$ cat src/hdl/lswc_pkg.sv
// ----------------------------------------------------------------------------
// lswc_pkg
// Shared types, constants and helpers for the line segment window clipper.
// ----------------------------------------------------------------------------
package lswc_pkg;

    localparam int COORD_W     = 16;
    localparam int PROD_W      = 2 * COORD_W;
    localparam int SUM_W       = PROD_W + 2;
    localparam int DIV_RADIX_B = 2;
    localparam int DIV_CYCLES  = PROD_W / DIV_RADIX_B;
    localparam int DIV_CNT_W   = $clog2(DIV_CYCLES);
    localparam int MOVE_LIMIT  = 4;
    localparam int MOVE_W      = 3;
    localparam int CFG_IDX_W   = 2;

    typedef logic signed [COORD_W-1:0] coord_t;
    typedef logic [COORD_W-1:0]        mag_t;
    typedef logic [PROD_W-1:0]         prod_t;
    typedef logic [3:0]                code_t;

    localparam code_t CODE_LEFT   = 4'd1;
    localparam code_t CODE_RIGHT  = 4'd2;
    localparam code_t CODE_BOTTOM = 4'd4;
    localparam code_t CODE_TOP    = 4'd8;

    localparam coord_t COORD_MAX = {1'b0, {(COORD_W-1){1'b1}}};
    localparam coord_t COORD_MIN = {1'b1, {(COORD_W-1){1'b0}}};

    localparam coord_t WIN_LEFT_RST   = COORD_W'(4000);
    localparam coord_t WIN_TOP_RST    = COORD_W'(2400);
    localparam coord_t WIN_RIGHT_RST  = COORD_W'(8800);
    localparam coord_t WIN_BOTTOM_RST = COORD_W'(7200);

    typedef enum logic [CFG_IDX_W-1:0] {
        CFG_LEFT   = 2'd0,
        CFG_TOP    = 2'd1,
        CFG_RIGHT  = 2'd2,
        CFG_BOTTOM = 2'd3
    } cfg_idx_t;

    typedef struct packed {
        coord_t left;
        coord_t top;
        coord_t right;
        coord_t bottom;
    } window_t;

    typedef enum logic [2:0] {
        ST_IDLE,
        ST_CHECK,
        ST_MUL,
        ST_DIV,
        ST_UPDATE,
        ST_FINISH
    } state_t;

    typedef struct packed {
        logic load;
        logic setup;
        logic mul;
        logic div_step;
        logic update;
        logic finish;
    } cmd_t;

    typedef struct packed {
        logic all_inside;
        logic reject_now;
        logic out_free;
    } status_t;

    function automatic code_t region(coord_t x, coord_t y, window_t w);
        code_t c;
        c = '0;
        if (x < w.left) begin
            c = c | CODE_LEFT;
        end else if (x > w.right) begin
            c = c | CODE_RIGHT;
        end
        if (y > w.bottom) begin
            c = c | CODE_BOTTOM;
        end else if (y < w.top) begin
            c = c | CODE_TOP;
        end
        return c;
    endfunction

endpackage

$ cat src/hdl/line_segment_window_clip.sv
// ----------------------------------------------------------------------------
// line_segment_window_clip
// Cohen-Sutherland clipping of one segment against a configurable window.
// ----------------------------------------------------------------------------
// One segment request is processed at a time. A request is trivially accepted
// or rejected, or first takes clip moves (at most four moves). Each move is
// bound by the shared radix-4 divider, which works on the 32-bit intersection
// product. The result sits in an output register; the next request is taken as
// soon as the current one has been handed to that register. Window registers are
// written through cfg_we/cfg_index/cfg_wdata; the user must write them only while
// no request is in flight, as the block itself does not enforce this.
module line_segment_window_clip import lswc_pkg::*; (
    input  logic                 aclk,
    input  logic                 aresetn,
    input  logic                 cfg_we,
    input  logic [CFG_IDX_W-1:0] cfg_index,
    input  coord_t               cfg_wdata,
    input  logic                 s_valid,
    output logic                 s_ready,
    input  coord_t               s_start_x,
    input  coord_t               s_start_y,
    input  coord_t               s_end_x,
    input  coord_t               s_end_y,
    output logic                 m_valid,
    input  logic                 m_ready,
    output logic                 m_visible,
    output coord_t               m_clipped_start_x,
    output coord_t               m_clipped_start_y,
    output coord_t               m_clipped_end_x,
    output coord_t               m_clipped_end_y
);

    window_t win_reg;
    cmd_t    cmd;
    status_t status;

    always_ff @(posedge aclk) begin
        if (!aresetn) begin
            win_reg.left   <= WIN_LEFT_RST;
            win_reg.top    <= WIN_TOP_RST;
            win_reg.right  <= WIN_RIGHT_RST;
            win_reg.bottom <= WIN_BOTTOM_RST;
        end else if (cfg_we) begin
            case (cfg_idx_t'(cfg_index))
                CFG_LEFT:   win_reg.left   <= cfg_wdata;
                CFG_TOP:    win_reg.top    <= cfg_wdata;
                CFG_RIGHT:  win_reg.right  <= cfg_wdata;
                CFG_BOTTOM: win_reg.bottom <= cfg_wdata;
                default:    win_reg        <= win_reg;
            endcase
        end
    end

    lswc_ctrl u_ctrl (
        .aclk    (aclk),
        .aresetn (aresetn),
        .s_valid (s_valid),
        .s_ready (s_ready),
        .status  (status),
        .cmd     (cmd)
    );

    lswc_dpath u_dpath (
        .aclk              (aclk),
        .aresetn           (aresetn),
        .cmd               (cmd),
        .status            (status),
        .win               (win_reg),
        .s_start_x         (s_start_x),
        .s_start_y         (s_start_y),
        .s_end_x           (s_end_x),
        .s_end_y           (s_end_y),
        .m_valid           (m_valid),
        .m_ready           (m_ready),
        .m_visible         (m_visible),
        .m_clipped_start_x (m_clipped_start_x),
        .m_clipped_start_y (m_clipped_start_y),
        .m_clipped_end_x   (m_clipped_end_x),
        .m_clipped_end_y   (m_clipped_end_y)
    );

    // rejected requests carry zero endpoints
    a_reject_zero: assert property (@(posedge aclk) disable iff (!aresetn)
        (m_valid && !m_visible) |-> (m_clipped_start_x == '0 && m_clipped_start_y == '0
            && m_clipped_end_x == '0 && m_clipped_end_y == '0))
        else $error("rejected request with nonzero endpoints");

    // accepted endpoints lie inside the window
    a_inside_x: assert property (@(posedge aclk) disable iff (!aresetn)
        (m_valid && m_visible) |->
            (m_clipped_start_x >= win_reg.left && m_clipped_start_x <= win_reg.right
             && m_clipped_end_x >= win_reg.left && m_clipped_end_x <= win_reg.right))
        else $error("accepted endpoint outside window in x");

    a_inside_y: assert property (@(posedge aclk) disable iff (!aresetn)
        (m_valid && m_visible) |->
            (m_clipped_start_y >= win_reg.top && m_clipped_start_y <= win_reg.bottom
             && m_clipped_end_y >= win_reg.top && m_clipped_end_y <= win_reg.bottom))
        else $error("accepted endpoint outside window in y");

    // one request in flight
    a_single: assert property (@(posedge aclk) disable iff (!aresetn)
        (s_valid && s_ready) |=> !s_ready)
        else $error("second request taken while busy");

endmodule

$ cat src/hdl/lswc_ctrl.sv
// ----------------------------------------------------------------------------
// lswc_ctrl
// Sequencer: accept/reject tests, clip moves, divider steps, result hand-off.
// ----------------------------------------------------------------------------
module lswc_ctrl import lswc_pkg::*; (
    input  logic    aclk,
    input  logic    aresetn,
    input  logic    s_valid,
    output logic    s_ready,
    input  status_t status,
    output cmd_t    cmd
);

    state_t               state_reg, state_next;
    logic [MOVE_W-1:0]    moves_reg, moves_next;
    logic [DIV_CNT_W-1:0] div_cnt_reg, div_cnt_next;
    logic                 check_done;
    logic                 div_last;

    assign check_done = status.all_inside || status.reject_now
                        || (moves_reg == MOVE_W'(MOVE_LIMIT));
    assign div_last   = (div_cnt_reg == DIV_CNT_W'(DIV_CYCLES - 1));

    always_ff @(posedge aclk) begin
        if (!aresetn) begin
            state_reg   <= ST_IDLE;
            moves_reg   <= '0;
            div_cnt_reg <= '0;
        end else begin
            state_reg   <= state_next;
            moves_reg   <= moves_next;
            div_cnt_reg <= div_cnt_next;
        end
    end

    always_comb begin
        state_next = state_reg;
        case (state_reg)
            ST_IDLE: begin
                if (s_valid) begin
                    state_next = ST_CHECK;
                end
            end
            ST_CHECK: begin
                state_next = check_done ? ST_FINISH : ST_MUL;
            end
            ST_MUL: begin
                state_next = ST_DIV;
            end
            ST_DIV: begin
                if (div_last) begin
                    state_next = ST_UPDATE;
                end
            end
            ST_UPDATE: begin
                state_next = ST_CHECK;
            end
            ST_FINISH: begin
                if (status.out_free) begin
                    state_next = ST_IDLE;
                end
            end
            default: begin
                state_next = ST_IDLE;
            end
        endcase
    end

    always_comb begin
        s_ready      = 1'b0;
        cmd          = '0;
        moves_next   = moves_reg;
        div_cnt_next = div_cnt_reg;
        case (state_reg)
            ST_IDLE: begin
                s_ready    = 1'b1;
                cmd.load   = s_valid;
                moves_next = '0;
            end
            ST_CHECK: begin
                cmd.setup = !check_done;
                if (!check_done) begin
                    moves_next = moves_reg + MOVE_W'(1);
                end
            end
            ST_MUL: begin
                cmd.mul      = 1'b1;
                div_cnt_next = '0;
            end
            ST_DIV: begin
                cmd.div_step = 1'b1;
                div_cnt_next = div_cnt_reg + DIV_CNT_W'(1);
            end
            ST_UPDATE: begin
                cmd.update = 1'b1;
            end
            ST_FINISH: begin
                cmd.finish = status.out_free;
            end
            default: begin
                cmd = '0;
            end
        endcase
    end

endmodule

$ cat src/hdl/lswc_dpath.sv
// ----------------------------------------------------------------------------
// lswc_dpath
// Endpoint registers, region codes, intersection multiply, radix-4 restoring
// divider, saturating update and result register.
// ----------------------------------------------------------------------------
module lswc_dpath import lswc_pkg::*; (
    input  logic    aclk,
    input  logic    aresetn,
    input  cmd_t    cmd,
    output status_t status,
    input  window_t win,
    input  coord_t  s_start_x,
    input  coord_t  s_start_y,
    input  coord_t  s_end_x,
    input  coord_t  s_end_y,
    output logic    m_valid,
    input  logic    m_ready,
    output logic    m_visible,
    output coord_t  m_clipped_start_x,
    output coord_t  m_clipped_start_y,
    output coord_t  m_clipped_end_x,
    output coord_t  m_clipped_end_y
);

    typedef logic signed [COORD_W:0] diff_t;

    coord_t sx_reg, sy_reg, ex_reg, ey_reg;
    code_t  c0, c1, csel;

    logic   sel_start_reg, fix_y_reg, neg_reg, den_zero_reg;
    coord_t edge_reg, base_reg;
    mag_t   num_mag_reg, t_mag_reg, den_mag_reg;
    prod_t  quo_reg, quo_next;
    mag_t   rem_reg, rem_next;

    diff_t  dx, dy, num_val, t_val, den_val;
    coord_t edge_val, base_val;
    logic   fix_y_val;

    logic signed [SUM_W-1:0] sum_val;
    prod_t  q_eff;
    coord_t sat_val;

    logic   m_valid_reg;
    logic   visible_reg;
    coord_t out_sx_reg, out_sy_reg, out_ex_reg, out_ey_reg;

    function automatic mag_t abs_diff(diff_t v);
        diff_t a;
        a = v[COORD_W] ? -v : v;
        return a[COORD_W-1:0];
    endfunction

    function automatic logic signed [SUM_W-1:0] base_val_ext(coord_t b);
        return SUM_W'(b);
    endfunction

    assign c0 = region(sx_reg, sy_reg, win);
    assign c1 = region(ex_reg, ey_reg, win);
    assign csel = (c0 != '0) ? c0 : c1;

    assign status.all_inside = ((c0 | c1) == '0);
    assign status.reject_now = ((c0 & c1) != '0);
    assign status.out_free   = !m_valid_reg || m_ready;

    assign dx = (COORD_W+1)'(ex_reg) - (COORD_W+1)'(sx_reg);
    assign dy = (COORD_W+1)'(ey_reg) - (COORD_W+1)'(sy_reg);

    always_comb begin
        if ((csel & CODE_TOP) != '0) begin
            fix_y_val = 1'b1;
            edge_val  = win.top;
            base_val  = sx_reg;
            num_val   = dx;
            den_val   = dy;
            t_val     = (COORD_W+1)'(win.top) - (COORD_W+1)'(sy_reg);
        end else if ((csel & CODE_BOTTOM) != '0) begin
            fix_y_val = 1'b1;
            edge_val  = win.bottom;
            base_val  = sx_reg;
            num_val   = dx;
            den_val   = dy;
            t_val     = (COORD_W+1)'(win.bottom) - (COORD_W+1)'(sy_reg);
        end else if ((csel & CODE_RIGHT) != '0) begin
            fix_y_val = 1'b0;
            edge_val  = win.right;
            base_val  = sy_reg;
            num_val   = dy;
            den_val   = dx;
            t_val     = (COORD_W+1)'(win.right) - (COORD_W+1)'(sx_reg);
        end else begin
            fix_y_val = 1'b0;
            edge_val  = win.left;
            base_val  = sy_reg;
            num_val   = dy;
            den_val   = dx;
            t_val     = (COORD_W+1)'(win.left) - (COORD_W+1)'(sx_reg);
        end
    end

    // two restoring steps per cycle
    always_comb begin
        logic [COORD_W:0] trial;
        rem_next = rem_reg;
        quo_next = quo_reg;
        for (int i = 0; i < DIV_RADIX_B; i++) begin
            trial    = {rem_next, quo_next[PROD_W-1]};
            quo_next = {quo_next[PROD_W-2:0], 1'b0};
            if (trial >= {1'b0, den_mag_reg}) begin
                trial       = trial - {1'b0, den_mag_reg};
                quo_next[0] = 1'b1;
            end
            rem_next = trial[COORD_W-1:0];
        end
    end

    assign q_eff   = den_zero_reg ? '0 : quo_reg;
    assign sum_val = neg_reg ? (SUM_W'(base_val_ext(base_reg)) - $signed({2'b00, q_eff}))
                             : (SUM_W'(base_val_ext(base_reg)) + $signed({2'b00, q_eff}));

    always_comb begin
        if (sum_val > SUM_W'(COORD_MAX)) begin
            sat_val = COORD_MAX;
        end else if (sum_val < SUM_W'(COORD_MIN)) begin
            sat_val = COORD_MIN;
        end else begin
            sat_val = sum_val[COORD_W-1:0];
        end
    end

    always_ff @(posedge aclk) begin
        if (cmd.load) begin
            sx_reg <= s_start_x;
            sy_reg <= s_start_y;
            ex_reg <= s_end_x;
            ey_reg <= s_end_y;
        end else if (cmd.update) begin
            if (sel_start_reg) begin
                sx_reg <= fix_y_reg ? sat_val : edge_reg;
                sy_reg <= fix_y_reg ? edge_reg : sat_val;
            end else begin
                ex_reg <= fix_y_reg ? sat_val : edge_reg;
                ey_reg <= fix_y_reg ? edge_reg : sat_val;
            end
        end
        if (cmd.setup) begin
            sel_start_reg <= (c0 != '0);
            fix_y_reg     <= fix_y_val;
            edge_reg      <= edge_val;
            base_reg      <= base_val;
            neg_reg       <= num_val[COORD_W] ^ t_val[COORD_W] ^ den_val[COORD_W];
            den_zero_reg  <= (den_val == '0);
            num_mag_reg   <= abs_diff(num_val);
            t_mag_reg     <= abs_diff(t_val);
            den_mag_reg   <= abs_diff(den_val);
        end
        if (cmd.mul) begin
            quo_reg <= PROD_W'(num_mag_reg) * PROD_W'(t_mag_reg);
            rem_reg <= '0;
        end else if (cmd.div_step) begin
            quo_reg <= quo_next;
            rem_reg <= rem_next;
        end
        if (cmd.finish) begin
            visible_reg <= status.all_inside;
            out_sx_reg  <= status.all_inside ? sx_reg : '0;
            out_sy_reg  <= status.all_inside ? sy_reg : '0;
            out_ex_reg  <= status.all_inside ? ex_reg : '0;
            out_ey_reg  <= status.all_inside ? ey_reg : '0;
        end
    end

    always_ff @(posedge aclk) begin
        if (!aresetn) begin
            m_valid_reg <= 1'b0;
        end else if (cmd.finish) begin
            m_valid_reg <= 1'b1;
        end else if (m_ready) begin
            m_valid_reg <= 1'b0;
        end
    end

    assign m_valid           = m_valid_reg;
    assign m_visible         = visible_reg;
    assign m_clipped_start_x = out_sx_reg;
    assign m_clipped_start_y = out_sy_reg;
    assign m_clipped_end_x   = out_ex_reg;
    assign m_clipped_end_y   = out_ey_reg;

endmodule
$ cat config.mk
export PLATFORM = sky130hd
export DESIGN_NAME = line_segment_window_clip
export DESIGN_NICKNAME = d
export VERILOG_FILES = /design/src/hdl/lswc_pkg.sv /design/src/hdl/line_segment_window_clip.sv /design/src/hdl/lswc_ctrl.sv /design/src/hdl/lswc_dpath.sv
export SDC_FILE = /design/constraint.sdc
export NUM_CORES = 2
export LEC_CHECK = 0
export CAP_MARGIN = 25
export CORE_AREA = 2 2 313 253
export CTS_CLUSTER_SIZE = 25
export DETAILED_ROUTE_END_ITERATION = 10
export DIE_AREA = 0 0 315 255
export DONT_BUFFER_PORTS = 1
export GPL_TIMING_DRIVEN = 0
export MAX_ROUTING_LAYER = met4
export SLEW_MARGIN = 10
export SYNTH_ARGS = -nofsm -noshare
export SYNTH_HDL_FRONTEND = slang
export SYNTH_SLANG_ARGS = --single-unit
$ cat constraint.sdc
create_clock -name aclk -period 13.55 [get_ports aclk]
set_input_delay 1.355 -clock aclk [delete_from_list [all_inputs] [get_ports aclk]]
set_output_delay 1.355 -clock aclk [all_outputs]
set_load 0.1 [all_outputs]
==> results.toml <==
[routing]
routed_wire_length_per_instance_um = 24.5
detailedRoute.firstIterationViolations = 3459
num_vias = 30300
detailedRoute.firstPassIterationCount = 5
wirelength_mm = 125
ratio_of_routed_vias_to_standard_cells = 5.94
final_antenna_net_count = 0
drc_errors = 0

[worst_setup_path]
worst_ep_arrival_time_ns = 9.44
crit_required_ns = 13.77
setup.worst_path.start_class = "register"
timing.setup.critical_path_class = "register to register"
critical_path.endpoint_type = "register"
path_max_fanout = 10

[timing]
achievable-frequency_ghz = 0.108
final_hold_viol_count = 0
maxSlewViolCount = 0
timing.slew.headroom_pct = 27.4
timing.clock.skew_ns = 0.0407
finalCritPeriodShare_pct = 68.1
tightest_slew_ns = 1.08
fin_crit_ns = 9.22
unrepaired_setup_endpoints_after_global_routing = "false"
setup_violations_final = 0
setup-tns-final_ns = 0

[clocking]
post_cts_resize_count = 0
clock_tree_root_driver_cell = "sky130_fd_sc_hd__clkbuf_16"
clock-sinks = 336
insertion_delay_of_the_later_clocked_pin_in_the_worst_skew_pair_ns = 0.60
postCtsHoldBufs = 0
cts-buffers-inserted = 38
htree_levels = 2
clk_pin_slew_ns = 0.07
cts.repair_timing.setup_buffer_count = 0
clk_path_buf_depth = 3
cts_tree = "yes"

[floorplan]
dieArea_um2 = 80300
top_level_ports = 154
core-area_um2 = 77700
floorplan.die.height_um = 255
die_x_um = 315
initial_utilization_pct = 44.3
std_cell_rows = 92

[logic_synthesis]
share_of_async_settable_or_async_resettable_flops_after_synthesis_pct = 0
netlist_top_cells_area = "sky130_fd_sc_hd__edfxtp_1 21%, sky130_fd_sc_hd__ha_1 12%, sky130_fd_sc_hd__fa_1 12%, sky130_fd_sc_hd__nand2_1 5.9%, sky130_fd_sc_hd__dfxtp_1 5.3%"
yosys.area.top_type = "sky130_fd_sc_hd__edfxtp_1"
syn_area_per_cell_um2 = 8.67
post_synth_mux_area_share_pct = 1.86
netlist-cell-type-count = 90
synth_edf_count = 245
yosysWarnings = 0
synth-compound-area-share_pct = 17.4
post_synth_fa_ha_maj_area_fraction_pct = 23.9
synth_simple_gate_area_share_pct = 18.2
synth_top_family_by_area = "adder cells"
syn_area_um2 = 34400
synth-seq-area-share_pct = 26.7
synthesis.instances = 3971
synth_xor_area_share_pct = 5.34
synth_flop_cell = "sky130_fd_sc_hd__edfxtp_1"
syn_nets = 4595
synth-seq-cells = 336
synthDominantCellAreaShare_pct = 21.4

[grt]
grt_pass1_vias = 28200
track_usage_pct = 31.7
grt_antenna_before_repair = 8
grt-ovfl-total = 0
grt_first_pass_wirelength_mm = 184
maximum_number_of_pins_on_one_net_before_global_route_repair = 40

[placement]
placement.cell_area_um2 = 36000
port-buffer-count = 0
place.detailed.hpwl_mm = 102
routabilityCongestion = 1.03

[cells_and_area]
largest_register_ff_count = 64
layout-area-overhead-vs-synth_pct = 8.49
register_area_um2 = 9180
finish.net_count = 4660
ratio_of_cells_with_drive_above_1_in_the_final_layout_pct = 3.86
design_area_um2 = 37400
filler_cell_count = 7582
multiInputGateArea_um2 = 23000

[outcome]
run_status = "finished, final reports clean"

[flow_run]
cap_violations = 0

[min_path]
worst_hold_check_path_type = "register to register"
-- metal layers --
metal	vias up	global-route usage (%)	part of all wire [%]
li1	13900	-	-
met1	14800	46.6	46
met2	1400	43.8	40
met3	146	7.94	12
met4	0	6.03	1.8
met5	-	-	0
-- cells in the mapped netlist (all sizes together) (31+ instances only) --
master  instances
and2          173
xor2           72
inv           440
clkbuf        126
a21boi         68
nor2          205
nor2b          45
mux2i          47
nand3          89
fa            203
nand2b         31
o211ai         44
nand2         540
xnor2         138
a31oi          36
edfxtp        245
a21o           65
o21ai         222
nor3           73
nand4          45
dfxtp          91
a21oi         219
ha            334
-- area by class of cell --
cell class	count	share of cell area [%]
sequential	336	24.6
tap	1034	3.46
inverter	441	4.43
timing repair buffer	25	0.636
clock buffer	46	2.68
multi-input combinational	3043	61.6
antenna	5	0.0335
clock inverter	23	0.934
buffer	151	1.62
-- kinds of logic (layout without fill, tap and decap cells) --
logic type / count (synthesis) / count (layout)
simple gates: 1313 / 1313
flops: 336 / 336
compound gates: 921 / 921
xor+xnor: 210 / 210
other cells: 0 / 5
fa+ha+maj: 537 / 537
buf+inv: 592 / 686
mux: 62 / 62
-- final timing paths --
check                       startpoint            endpoint  slack (ns)  depth (start not counted)
setup reg to reg  u_dpath.den_zero_reg   u_dpath.ey_reg[9]        4.33                         26
hold reg to reg     u_dpath.rem_reg[1]  u_dpath.rem_reg[1]        0.49                          2
setup / recovery  u_dpath.den_zero_reg   u_dpath.ey_reg[9]        4.33                         26
hold / removal      u_dpath.rem_reg[1]  u_dpath.rem_reg[1]        0.49                          2
-- cell usage in the layout, fill, tap and decap left out, types with 16 or more instances in the layout --
cell type and n:
sky130_fd_sc_hd__inv_1 439, sky130_fd_sc_hd__mux2i_1 47, sky130_fd_sc_hd__xnor2_1 138, sky130_fd_sc_hd__fa_1 203
sky130_fd_sc_hd__nor2b_1 45, sky130_fd_sc_hd__buf_2 16, sky130_fd_sc_hd__o21ai_1 24, sky130_fd_sc_hd__edfxtp_1 245
sky130_fd_sc_hd__a31oi_1 36, sky130_fd_sc_hd__a21boi_0 63, sky130_fd_sc_hd__a22oi_1 30, sky130_fd_sc_hd__a211oi_1 29
sky130_fd_sc_hd__nand3_1 87, sky130_fd_sc_hd__nor2_1 202, sky130_fd_sc_hd__a21oi_1 219, sky130_fd_sc_hd__and2_1 171
sky130_fd_sc_hd__and3_1 21, sky130_fd_sc_hd__o31ai_1 22, sky130_fd_sc_hd__o21bai_1 28, sky130_fd_sc_hd__a21o_1 65
sky130_fd_sc_hd__clkbuf_1 132, sky130_fd_sc_hd__ha_1 334, sky130_fd_sc_hd__dfxtp_1 91, sky130_fd_sc_hd__xor2_1 72
sky130_fd_sc_hd__nand4_1 44, sky130_fd_sc_hd__nand2_1 540, sky130_fd_sc_hd__nor4_1 18, sky130_fd_sc_hd__clkbuf_16 38
sky130_fd_sc_hd__o211ai_1 44, sky130_fd_sc_hd__o21ai_0 198, sky130_fd_sc_hd__o21a_1 30, sky130_fd_sc_hd__nor3_1 70
sky130_fd_sc_hd__nand2b_1 31
-- worst max-delay path, cell delays in order (launching register included) --
cell and delay, ns:
sky130_fd_sc_hd__edfxtp_1 0.36, sky130_fd_sc_hd__clkbuf_1 0.38, sky130_fd_sc_hd__clkbuf_1 0.40, sky130_fd_sc_hd__clkbuf_1 0.44, sky130_fd_sc_hd__nor2b_1 0.18, sky130_fd_sc_hd__inv_1 0.09, sky130_fd_sc_hd__ha_1 0.20, sky130_fd_sc_hd__o21ai_0 0.21
sky130_fd_sc_hd__o21bai_1 0.29, sky130_fd_sc_hd__nor3_1 0.74, sky130_fd_sc_hd__o21ai_1 0.45, sky130_fd_sc_hd__o211ai_1 0.31, sky130_fd_sc_hd__ha_1 0.37, sky130_fd_sc_hd__and2_1 0.18, sky130_fd_sc_hd__o21ai_0 0.25, sky130_fd_sc_hd__a31oi_1 0.29
sky130_fd_sc_hd__a31oi_1 0.48, sky130_fd_sc_hd__a21boi_1 0.25, sky130_fd_sc_hd__o2111a_1 0.29, sky130_fd_sc_hd__nor3_1 0.40, sky130_fd_sc_hd__nand4b_1 0.16, sky130_fd_sc_hd__nor4_1 0.75, sky130_fd_sc_hd__nor2_1 0.20, sky130_fd_sc_hd__buf_2 0.26
sky130_fd_sc_hd__nand2_1 0.25, sky130_fd_sc_hd__buf_2 0.30, sky130_fd_sc_hd__nand4_1 0.35
-- per-stage QoR --
stage	util [%]	setup WS (ns)	cells	hold slack, ns
CTS	48.0	4.47	5097	0.493
finish	48.1	4.33	5104	0.488
global placement	46.0	0.190	5005	0.474
global route	48.1	3.81	5102	0.528
detailed placement	46.3	4.52	5028	0.483
floorplan	-	4.24	3971	0.440
Power is not shown: default switching activity piles up to over one toggle a cycle in this logic, so the estimate is an artifact.
